$ cat config.mk
export PLATFORM = sky130hd
export DESIGN_NAME = sci_ctrl
export DESIGN_NICKNAME = d
export VERILOG_FILES = /design/src/hdl/sci_pkg.sv /design/src/hdl/sci_ctrl.sv
export SDC_FILE = /design/constraint.sdc
export NUM_CORES = 1
export LEC_CHECK = 0
export ABC_AREA = 1
export BUFFER_PORTS_ARGS = -buffer_cell sky130_fd_sc_hd__buf_2
export CAP_MARGIN = 20
export CORE_ASPECT_RATIO = 0.7
export CORE_MARGIN = 2
export CORE_UTILIZATION = 45
export CTS_BUF_LIST = sky130_fd_sc_hd__clkbuf_16
export CTS_CLUSTER_DIAMETER = 60
export DETAILED_ROUTE_END_ITERATION = 10
export PLACE_DENSITY = 0.69
export SLEW_MARGIN = 20
export SYNTH_ARGS = -nofsm -noshare
export SYNTH_HDL_FRONTEND = slang
export SYNTH_SLANG_ARGS = --single-unit
$ cat constraint.sdc
create_clock -name clk -period 2.4 [get_ports clk]
set_clock_uncertainty 0.2 [all_clocks]
set_input_delay 0.24 -clock clk [delete_from_list [all_inputs] [get_ports clk]]
set_output_delay 0.24 -clock clk [all_outputs]
set_load 0.02 [all_outputs]
$ cat src/hdl/sci_pkg.sv
package sci_pkg;

  localparam logic [5:0] OP_ADD   = 6'h01;
  localparam logic [5:0] OP_SUB   = 6'h03;
  localparam logic [5:0] OP_MUL   = 6'h05;
  localparam logic [5:0] OP_DIV   = 6'h07;
  localparam logic [5:0] OP_MOD   = 6'h09;
  localparam logic [5:0] OP_AND   = 6'h0B;
  localparam logic [5:0] OP_OR    = 6'h0D;
  localparam logic [5:0] OP_XOR   = 6'h0F;
  localparam logic [5:0] OP_JMP   = 6'h10;
  localparam logic [5:0] OP_JZ    = 6'h11;
  localparam logic [5:0] OP_JO    = 6'h12;
  localparam logic [5:0] OP_JZO   = 6'h13;
  localparam logic [5:0] OP_JNZ   = 6'h15;
  localparam logic [5:0] OP_JNZO  = 6'h17;
  localparam logic [5:0] OP_LOAD  = 6'h20;
  localparam logic [5:0] OP_STORE = 6'h21;
  localparam logic [5:0] OP_RECV  = 6'h22;
  localparam logic [5:0] OP_SEND  = 6'h23;
  localparam logic [5:0] OP_CMPEQ = 6'h31;
  localparam logic [5:0] OP_CMPBL = 6'h33;
  localparam logic [5:0] OP_CMPLT = 6'h37;
  localparam logic [5:0] OP_CMPNE = 6'h39;
  localparam logic [5:0] OP_CMPAE = 6'h3B;
  localparam logic [5:0] OP_CMPGE = 6'h3F;

  localparam logic [2:0] ST_OK     = 3'd0;
  localparam logic [2:0] ST_DIVZ   = 3'd1;
  localparam logic [2:0] ST_BADOP  = 3'd2;
  localparam logic [2:0] ST_RANGE  = 3'd3;
  localparam logic [2:0] ST_HALTED = 3'd4;

  localparam logic [1:0] IO_NONE = 2'd0;
  localparam logic [1:0] IO_RECV = 2'd1;
  localparam logic [1:0] IO_SEND = 2'd2;

  localparam logic CFG_PROGRAM_LENGTH = 1'b0;
  localparam logic CFG_START_ADDRESS  = 1'b1;

  // controller to datapath
  typedef struct packed {
    logic decode;     // latch item
    logic exec;       // read registers, latch operands and product, set memory read address
    logic div_start;
    logic div_step;
    logic finish;     // write back, form result
    logic mem_clear;  // clearing pass write
  } cmd_t;

  // datapath to controller
  typedef struct packed {
    logic is_div;
    logic is_load;
    logic div_done;
  } stat_t;

endpackage

$ cat src/hdl/sci_ctrl.sv
module sci_ctrl #(
  parameter int MEM_ADDR_BITS = 12
) (
  input  logic                     clk,
  input  logic                     rst,
  input  logic                     in_valid,
  output logic                     in_stall,
  output logic                     out_valid,
  input  logic                     out_stall,
  input  sci_pkg::stat_t           stat,
  output sci_pkg::cmd_t            cmd,
  output logic [MEM_ADDR_BITS-1:0] clr_addr
);
  localparam logic [2:0] S_CLEAR = 3'd0;
  localparam logic [2:0] S_IDLE  = 3'd1;
  localparam logic [2:0] S_EXEC  = 3'd2;
  localparam logic [2:0] S_DIV   = 3'd3;
  localparam logic [2:0] S_WAIT  = 3'd4;
  localparam logic [2:0] S_FIN   = 3'd5;

  logic [2:0] state, state_next;
  logic       out_valid_next;
  logic       take, fin;

  // input taken only when idle and no result pending (one item at a time)
  assign in_stall = (state != S_IDLE) || out_valid;
  assign take     = in_valid && !in_stall;
  assign fin      = (state == S_FIN);

  always_comb begin
    state_next = state;
    case (state)
      S_CLEAR: if (&clr_addr) state_next = S_IDLE;
      S_IDLE:  if (take) state_next = S_EXEC;
      S_EXEC:  if (stat.is_div) state_next = S_DIV;
               else if (stat.is_load) state_next = S_WAIT;
               else state_next = S_FIN;
      S_DIV:   if (stat.div_done) state_next = S_FIN;
      S_WAIT:  state_next = S_FIN;
      S_FIN:   state_next = S_IDLE;
      default: state_next = S_IDLE;
    endcase
  end

  always_comb begin
    cmd = '0;
    cmd.decode    = take;
    cmd.exec      = (state == S_EXEC);
    cmd.div_start = (state == S_EXEC) && stat.is_div;
    cmd.div_step  = (state == S_DIV) && !stat.div_done;
    cmd.finish    = fin;
    cmd.mem_clear = (state == S_CLEAR);
  end

  assign out_valid_next = fin ? 1'b1 : (out_valid && out_stall);

  always_ff @(posedge clk) begin
    if (rst) begin
      state     <= S_CLEAR;
      out_valid <= 1'b0;
      clr_addr  <= '0;
    end else begin
      state     <= state_next;
      out_valid <= out_valid_next;
      if (state == S_CLEAR) clr_addr <= clr_addr + 1'b1;
    end
  end

  a_one_item: assert property (@(posedge clk) disable iff (rst)
    take |-> !out_valid) else $error("item taken while result pending");
  a_fin_valid: assert property (@(posedge clk) disable iff (rst)
    fin |=> out_valid) else $error("result not shown after finish");
  a_no_take_busy: assert property (@(posedge clk) disable iff (rst)
    (state != S_IDLE) |-> !take) else $error("item taken while busy");
endmodule

* Yosys cells after proc, flatten, opt, wreduce, memory -nomap -nowiden *
Cells that the tools add are included.

storage, ports and cells
  bits in registers = 16
  bits of input ports = 7
  logic and storage cells = 30
  output and inout port bits = 20

operators by class
  reduce and logical (&&, ||, !) cells = 10
  equality and inequality tests = 9
  $add $sub $neg = 1
  multiplexer cells = 7

operator list
  operator                                               number
  case mux 3 bit (5 select lines)                        1
  adder 12 x 1 -> 12 bit, second input constant          1
  two-way mux 3 bit                                      4
  AND reduction 12 bit                                   1
  == test 3 x 2 -> 1 bit, second input constant          2
  == test 3 bit, second input constant                   2
  logical AND 1 bit                                      4
  inequality test 2 bit, second input constant           2
  == test 3 x 1 -> 1 bit, second input constant          1
  logical NOT 3 bit                                      1
  inequality test 3 x 1 -> 1 bit, second input constant  1
  AND reduction 3 bit                                    1
  logical NOT 1 bit                                      2
  two-way mux 1 bit                                      2
  inequality test 2 x 1 -> 1 bit, second input constant  1
  logical OR 1 bit                                       1

* Longest topological paths before layout *
Gate-level depths: netlist of run 1.

  depth in word-level cells = 6
  mapped depth = 9
  depth with buffers taken out = 9

* Worst setup path after synthesis of run 1 *
Ideal clock, no wire load.

  path type = register -> register
  start = register clr_addr[1]
  end = register state[1]
  period minus slack after synthesis = 1545 ps
  slack = 855 ps
  arrival = 1236 ps
  setup time = 109 ps
  data required time = 2091 ps
  path buffers = 0
  cell stages (with the launch flop) = 9
  cells stage by stage = dfxtp_1 ha_1 nand3_1 inv_1 nand2_1 o21ai_2 nand3_1 nand2_1 inv_1

on the way
  cells in the longest elaborated chain, start to end = 3

ends and longest elaborated chain
  what                                      line            RTL
  start: declaration                        sci_ctrl.sv:12  output logic [MEM_ADDR_BITS-1:0] clr_addr
  start signal: assignment                  sci_ctrl.sv:65  if (state == S_CLEAR) clr_addr <= clr_addr + 1'b1;
  AND reduction 12 bit                      sci_ctrl.sv:33  S_CLEAR: if (&clr_addr) state_next = S_IDLE;
  inequality test 2 x 1 -> 1 bit (no line)  n/a
  AND reduction 3 bit (no line)             n/a
  end signal: assignment                    sci_ctrl.sv:63  state <= state_next;
  end: declaration                          sci_ctrl.sv:21  logic [2:0] state, state_next;

Every way passes these cells.
A chain may end at the register's enable or synchronous reset.

==> flow_metrics.py, run 1 <==
metrics = {
    "cells_and_area": {
        "area_growth_pct": 24.37,
        "register_area_um2": 320.3,
        "drive_gt1_share_pct": 20.61,
        "layout_commonest_cell": "inv_1",
        "multi_input_area_um2": 452.9,
        "fin_nets": 174,
        "final_area_mm2": 0.001111,
        "insertedDiodeCount": 0,
        "fin_util_pct": 59.40,
        "layout_common_cells": "27 x inv_1, 26 x nand2_1, 26 x buf_2, 23 x nor2_1, 16 x dfxtp_1",
        "n_fill_cell": 171,
    },
    "hold_path": {
        "hold_class": "in2reg",
    },
    "timing": {
        "clock.fmax_ghz": 0.5852,
        "holdWs_ns": 0.04513,
        "hold_viol_final": 0,
        "tns_ns": 0,
        "worst_slew_pin_slew_ns": 0.3551,
        "final_max_slew_viol_count": 0,
        "finalSetupViolations": 0,
        "rsz0062_at_grt": "no",
        "fin_crit_sh_pct": 71.20,
        "finalCriticalPeriod_ns": 1.709,
        "maxSlewHeadroom_pct": 76.25,
    },
    "floorplan": {
        "coreArea_mm2": 0.001871,
        "pin_count": 27,
        "std_cell_rows": 13,
        "die_x_um": 57.26,
        "initial_core_util_pct": 47.76,
        "dieArea_mm2": 0.002363,
        "die_height_um": 41.28,
    },
    "global_route": {
        "grt_pass1_wl_um": 2877,
        "overflow": 0,
        "antenna_found_initial": 0,
        "grt_pass1_vias": 642,
        "grt_max_degree": 11,
        "grt.total_usage_pct": 17.24,
    },
    "cts": {
        "cts_resized": 0,
        "clkTransAtPathRegs_ns": 0.05,
        "cts_tree": "yes",
        "cts_hold_buf": 0,
        "htreeDepth": 1,
        "worst_skew_pair.late_latency_ns": 0.25,
        "postCtsSetupBuffers": 0,
        "clock_path_buffers": 2,
        "root_buffer": "clkbuf_16",
        "cts.sinks": 16,
        "cts_made_buffers": 3,
    },
    "power_and_ir_drop": {
        "p_clk_share_pct": 38.2,
        "p_seq_share_pct": 37.2,
        "ir_worst_vdd_uv": 773.7,
        "switching_power_w": 0.0002640,
        "pwr-share-comb_pct": 24.6,
        "p_leak_nw": 0.5355,
        "power.internal_w": 0.0005770,
        "p_per_area_mw_per_mm2": 756.9,
        "swShare_pct": 31.39,
    },
    "yosys": {
        "synth_top_area_share_pct": 35.85,
        "synth_cell_types": 22,
        "yosysTopAreaCell": "dfxtp_1",
        "yosysWarnings": 0,
        "synth_area_per_cell_um2": 6.474,
        "synth_seq_cells": 16,
        "netlist_instances": 138,
        "syn_nets": 146,
        "yosysSeqAreaShare_pct": 35.85,
        "synth_area_leaders": "dfxtp_1 36%, inv_1 11%, nand2_1 11%",
        "synth_area_um2": 893.4,
    },
    "worst_setup_path": {
        "cp-end-kind": "output port",
        "crit_type": "reg2out",
        "crit_path_end": "cmd[5]",
        "cpPeakStageDelay_ns": 0.39,
        "r2r-end": "state[0]$_SDFFE_PP0P_",
        "worst_setup_path_start_kind": "flop",
        "cpMaxStageDelayCell": "dfxtp_1",
        "cp_max_fo": 3,
        "timing.reg2reg.worst_path_depth": 8,
        "crit_arrival_ns": 1.27,
        "cp_cell_sequence": "inv_1, nor2_1, nand2_1, inv_1, nand2_1, nor2_1, buf_2",
        "r2r_start": "clr_addr[1]$_SDFFE_PP0P_",
        "crit_required_ns": 1.96,
        "regToRegSetupSlack_ns": 0.86,
        "cp-startpoint": "state[0]$_SDFFE_PP0P_",
    },
    "routing": {
        "firstDrtPassIters": 4,
        "wl_per_cell_um": 10.56,
        "drc": 0,
        "drt-vias-per-instance": 4.893,
        "vias": 915,
        "first_iter_violations": 44,
        "wl_um": 1975,
        "final_antenna_net_count": 0,
    },
    "status": {
        "outcome": "completed",
    },
    "job": {
        "drv_cap": 0,
    },
    "placed_design": {
        "dpl_cell_area_mm2": 0.001032,
        "numPortBuffers": 26,
        "globalplace.congestion": 0.7819,
        "dp_hpwl_um": 1520,
    },
}
## metal layers
metal  vias up  share of wire, %  track usage (%)
met1       400                53            24.44
met5         -                 0                0
met2        27                39            22.13
met4         0              0.71            4.651
met3         2               7.4            8.833
li1        486                 -                -
## worst max-delay path: cells and delay by family (launching register included)
kind	cells	cell delay [ns]
buf+inv	3	0.35
simple gates	4	0.30
flops	1	0.39
## worst min-delay path by stage
| stage | start | to | slack [ns] | cells past startpoint |
|---|---|---|---|---|
| detailed placement | out_valid$_SDFF_PP0_ | out_valid$_SDFF_PP0_ | 0.27 | 2 |
| global placement | out_valid$_SDFF_PP0_ | out_valid$_SDFF_PP0_ | 0.26 | 2 |
| CTS | out_stall | out_valid$_SDFF_PP0_ | 0.04 | 3 |
| global route | out_stall | out_valid$_SDFF_PP0_ | 0.07 | 3 |
| floorplan | out_stall | out_valid$_SDFF_PP0_ | 0.19 | 2 |
| finish | out_stall | out_valid$_SDFF_PP0_ | 0.05 | 3 |
## synthesized netlist by cell type
cell	instances
a211oi_1	1
a21oi_1	10
buf_4	2
clkbuf_1	1
dfxtp_1	16
ha_1	1
inv_1	27
nand2_1	26
nand2_4	1
nand3_1	10
nand3_2	1
nand3b_1	1
nand4_1	2
nor2_1	23
nor2_4	1
nor3_1	3
nor3_4	1
nor3b_1	1
o21ai_0	6
o21ai_1	2
o21ai_2	1
xnor2_1	1
## through the flow
step | cells | power [W] | setup WS, ns
finish | 187 | 0.0008410 | 0.6912
global route | 187 | 0.0008933 | 0.5700
CTS | 187 | 0.0008506 | 0.6854
detailed placement | 183 | 0.0005234 | 0.8834
global placement | 183 | 0.0005196 | 0.9199
floorplan | 138 | 0.0004662 | 0.8551
## layout make-up
| type | instances | area share [%] |
|---|---|---|
| sequential | 16 | 28.83 |
| timing repair buffer | 26 | 11.71 |
| clock inverter | 1 | 0.3378 |
| multi-input combinational | 92 | 40.77 |
| tap | 22 | 2.477 |
| inverter | 27 | 9.122 |
| clock buffer | 3 | 6.757 |
## sequential cells by signal, indices dropped and copies added, names as in the netlist
signal / cells
out_valid: 1
state: 3
clr_addr: 12
## power groups by stage
stage                     clock [W]  sequential, W  combinational, W
final                      0.000321       0.000313          0.000207
after global routing       0.000346       0.000316          0.000231
after CTS                  0.000332       0.000313          0.000206
after detailed placement          0       0.000319          0.000205
after global placement            0       0.000316          0.000203
after floorplan                   0       0.000337          0.000129
## cell families after synthesis
| logic type | after synthesis | synth area share [%] |
|---|---|---|
| AND/OR/NAND/NOR | 70 | 36.41 |
| flip-flops | 16 | 35.85 |
| buffers and inverters | 30 | 13.44 |
| AO/OA/AOI/OAI | 20 | 11.91 |
| XOR/XNOR | 1 | 0.9806 |
| adder cells (fa/ha/maj) | 1 | 1.400 |
(Power assumes the default switching activity.)
==> run 2, diff against run 1 <==
--- a/config.mk
+++ b/config.mk
@@ -5,16 +5,16 @@
 export SDC_FILE = /design/constraint.sdc
 export NUM_CORES = 1
 export LEC_CHECK = 0
-export ABC_AREA = 1
+export ABC_AREA = 0
 export BUFFER_PORTS_ARGS = -buffer_cell sky130_fd_sc_hd__buf_2
 export CAP_MARGIN = 20
 export CORE_ASPECT_RATIO = 0.7
 export CORE_MARGIN = 2
-export CORE_UTILIZATION = 45
+export CORE_UTILIZATION = 44
 export CTS_BUF_LIST = sky130_fd_sc_hd__clkbuf_16
 export CTS_CLUSTER_DIAMETER = 60
 export DETAILED_ROUTE_END_ITERATION = 10
-export PLACE_DENSITY = 0.69
+export PLACE_DENSITY = 0.71
 export SLEW_MARGIN = 20
 export SYNTH_ARGS = -nofsm -noshare
 export SYNTH_HDL_FRONTEND = slang
==> constraint.sdc (replaced) <==
create_clock -name clk -period 1.4 [get_ports clk]
set_clock_uncertainty 0.2 [all_clocks]
set_input_delay 0.14 -clock clk [delete_from_list [all_inputs] [get_ports clk]]
set_output_delay 0.14 -clock clk [all_outputs]
set_load 0.02 [all_outputs]
==> flow_metrics.py, run 2 <==
metrics = {
    "status": {
        "outcome": "complete, but fails checks",
        "violations": "setup timing",
    },
    "yosys": {
        "synth_edf_count": 0,
        "synth_area_per_cell_um2": 8.475,
        "yosys-top-cells-count": "16 x dfxtp_1, 8 x a21oi_1, 8 x nor2_1, 6 x nand2_1",
        "ys.flop_type": "dfxtp_1",
        "synthArstFlopShare_pct": 0,
        "yosysTopAreaCell": "dfxtp_1",
        "yosysSeqAreaShare_pct": 35.65,
        "synth_area_leaders": "dfxtp_1 36%, a21oi_1 4.5%, mux2_1 3.8%",
        "synth_cell_types": 38,
        "synth_seq_cells": 16,
        "synth_area_um2": 898.4,
        "netlist_instances": 106,
        "syn_nets": 114,
        "synth_top_area_share_pct": 35.65,
        "yosysWarnings": 0,
        "synth.most_common_cell": "dfxtp_1",
    },
    "power_and_ir_drop": {
        "power.internal_w": 0.0009169,
        "p_seq_share_pct": 39.3,
        "swShare_pct": 23.62,
        "p_per_area_mw_per_mm2": 671.9,
        "p_clk_share_pct": 48.1,
        "p_leak_nw": 0.7870,
        "switching_power_w": 0.0002835,
        "pwr-share-comb_pct": 12.6,
        "ir_worst_vdd_uv": 1106,
    },
    "global_route": {
        "grt_max_degree": 19,
        "grt.total_usage_pct": 31.41,
        "grt_busiest_layer": "met2",
        "antenna_found_initial": 0,
        "grt_pass1_wl_um": 5554,
        "grt_pass1_vias": 1085,
        "met1_usage_pct": 38.59,
        "use_met3_pct": 11.21,
        "overflow": 0,
        "grt_util_met2_pct": 48.41,
    },
    "worst_setup_path": {
        "r2r-end": "clr_addr[10]$_SDFFE_PP0P_",
        "crit_required_ns": 1.34,
        "worst_setup_path_start_kind": "flop",
        "cpMaxStageDelayCell": "or4b_4",
        "regToRegSetupSlack_ns": -0.47,
        "crit_type": "reg2reg",
        "cp_max_fo": 6,
        "cpPeakStageDelay_ns": 0.52,
        "cp_cell_sequence": "ha_4, or4b_4, nor4_4, mux2_4",
        "cp-end-kind": "flop",
        "cp-startpoint": "clr_addr[0]$_SDFFE_PP0P_",
        "crit_arrival_ns": 1.82,
        "r2r_start": "clr_addr[0]$_SDFFE_PP0P_",
        "timing.reg2reg.worst_path_depth": 4,
    },
    "cells_and_area": {
        "layout_common_cells": "31 x buf_4, 20 x buf_6, 18 x buf_2, 8 x nor2_1, 8 x dfxtp_2",
        "fin_util_pct": 94.70,
        "regMostFlops": "clr_addr",
        "area_growth_pct": 98.89,
        "layout_commonest_cell": "buf_4",
        "final_cells": 196,
        "drive_gt1_share_pct": 68.39,
        "fin_nets": 183,
        "biggestRegsByFlops": "clr_addr x12, state x3, out_valid x1",
        "n_fill_cell": 54,
        "insertedDiodeCount": 0,
        "largest_register_ffs": 12,
    },
    "placed_design": {
        "dp_hpwl_um": 1887,
        "post-place-ws_ns": -0.4518,
        "place_inst": 171,
        "numPortBuffers": 26,
        "globalplace.congestion": 0.7516,
    },
    "routing": {
        "final_antenna_net_count": 0,
        "wl_per_cell_um": 23.48,
        "vias": 1270,
        "wl_um": 4603,
        "drt-vias-per-instance": 6.480,
        "first_iter_violations": 110,
        "drc": 0,
        "firstDrtPassIters": 5,
    },
    "timing": {
        "hold_viol_final": 0,
        "finalCriticalPeriod_ns": 1.875,
        "rsz0062_at_grt": "yes",
        "finalSetupViolations": 23,
        "final_max_slew_viol_count": 0,
        "tns_ns": -7.103,
        "worst_slew_pin_slew_ns": 0.4368,
        "maxSlewHeadroom_pct": 70.79,
        "final.setup.worst_slack_ns": -0.4746,
        "clock.fmax_ghz": 0.5334,
        "fin_crit_sh_pct": 133.9,
    },
    "floorplan": {
        "coreArea_mm2": 0.001887,
        "std_cell_rows": 13,
        "initial_core_util_pct": 47.61,
        "die_height_um": 41.81,
        "pin_count": 27,
        "die_x_um": 58.01,
        "dieArea_mm2": 0.002425,
    },
    "cts": {
        "root_buffer": "clkbuf_16",
        "cts_tree": "yes",
        "htreeDepth": 1,
        "clkTransAtPathRegs_ns": 0.05,
        "cts_made_buffers": 3,
        "cts.sinks": 16,
        "worst_skew_pair.late_latency_ns": 0.25,
        "clock_path_buffers": 2,
    },
    "hold_path": {
        "worstHoldStart": "stat[0]",
        "min_to": "state[2]$_SDFFE_PP0P_",
        "min_path_cells": 3,
        "hold_class": "in2reg",
    },
    "job": {
        "drv_cap": 0,
    },
}
-- run 2: changes by cell type in the layout (fill, tap and decap cells not counted), sizes merged, moves of 5 or more --
cell	previous run	this run
buf	26	71
nor2	24	8
nor2b	0	5
inv	27	4
nand2	27	6
nor4	0	5
nand3	11	4
or3	0	5
o21ai	9	3
-- run 2: through the flow --
step	total power, W	hold slack (ns)	area, um2
2_1_floorplan	0.0005297	0.08254	997.2
3_3_place_gp	0.0005691	0.1676	1270
3_5_place_dp	0.0005725	0.1754	1270
4_1_cts	0.001172	0.01544	1624
5_1_grt	0.001218	0.1171	1787
6_report	0.001200	0.09414	1787
-- run 2: worst max path at each step --
stage,endpoint,cells past startpoint,slack [ns]
after global placement,clr_addr[10]$_SDFFE_PP0P_,4,-0.38
after detailed placement,clr_addr[10]$_SDFFE_PP0P_,4,-0.45
after CTS,clr_addr[8]$_SDFFE_PP0P_,4,-0.42
after floorplan,clr_addr[10]$_SDFFE_PP0P_,5,-0.50
after global routing,clr_addr[10]$_SDFFE_PP0P_,4,-0.51
final,clr_addr[10]$_SDFFE_PP0P_,4,-0.47
-- run 2: worst max-delay path: cells and delay by family, from the launching register on --
family / cells / cell delay (ns)
adder cells (fa/ha/maj): 1 / 0.13
flip-flops: 1 / 0.35
multiplexers: 1 / 0.33
AND/OR/NAND/NOR: 2 / 0.75
-- run 2: layout make-up --
cell class	instances	area (um2)	share of cell area, %
sequential	16	341.6	19.12
clock inverter	1	3.754	0.2101
inverter	5	22.52	1.261
timing repair buffer	72	593.1	33.19
tap	22	27.53	1.541
multi-input combinational	77	723.2	40.48
clock buffer	3	75.07	4.202
-- run 2: cells by family (layout without fill, tap and decap cells) --
family                   Yosys count  in the layout  share of synthesized area, %
flip-flops                        16             16                         35.65
AO/OA/AOI/OAI                     19             19                         13.09
multiplexers                       4              4                         5.014
AND/OR/NAND/NOR                   51             51                         35.65
buffers and inverters             13             81                         7.241
adder cells (fa/ha/maj)            1              1                         1.393
XOR/XNOR                           2              2                         1.950
-- run 2: power groups by stage --
stage / registers, W / logic, W / clock network, W
2_1_floorplan: 0.000494 / 0.0000354 / 0
5_1_grt: 0.000472 / 0.000156 / 0.000590
3_5_place_dp: 0.000482 / 0.0000907 / 0
4_1_cts: 0.000472 / 0.000123 / 0.000577
3_3_place_gp: 0.000481 / 0.0000880 / 0
6_report: 0.000472 / 0.000151 / 0.000578
-- run 2: what timing repair did --
item / CTS / global route
hold endpoints to repair: 1 / 0
gates resized for setup: 46 / 21
pin swaps: 14 / 13
endpoints found under the setup margin: 21 / 23
buffers inserted: 11 / 11
hold buffers: 1 / 0
-- run 2: metal layers --
| metal | vias up | wire length, um |
|---|---|---|
| met4 | 0 | 191 |
| met3 | 20 | 535 |
| met2 | 122 | 2138 |
| met5 | - | 0 |
| met1 | 603 | 1739 |
| li1 | 525 | - |
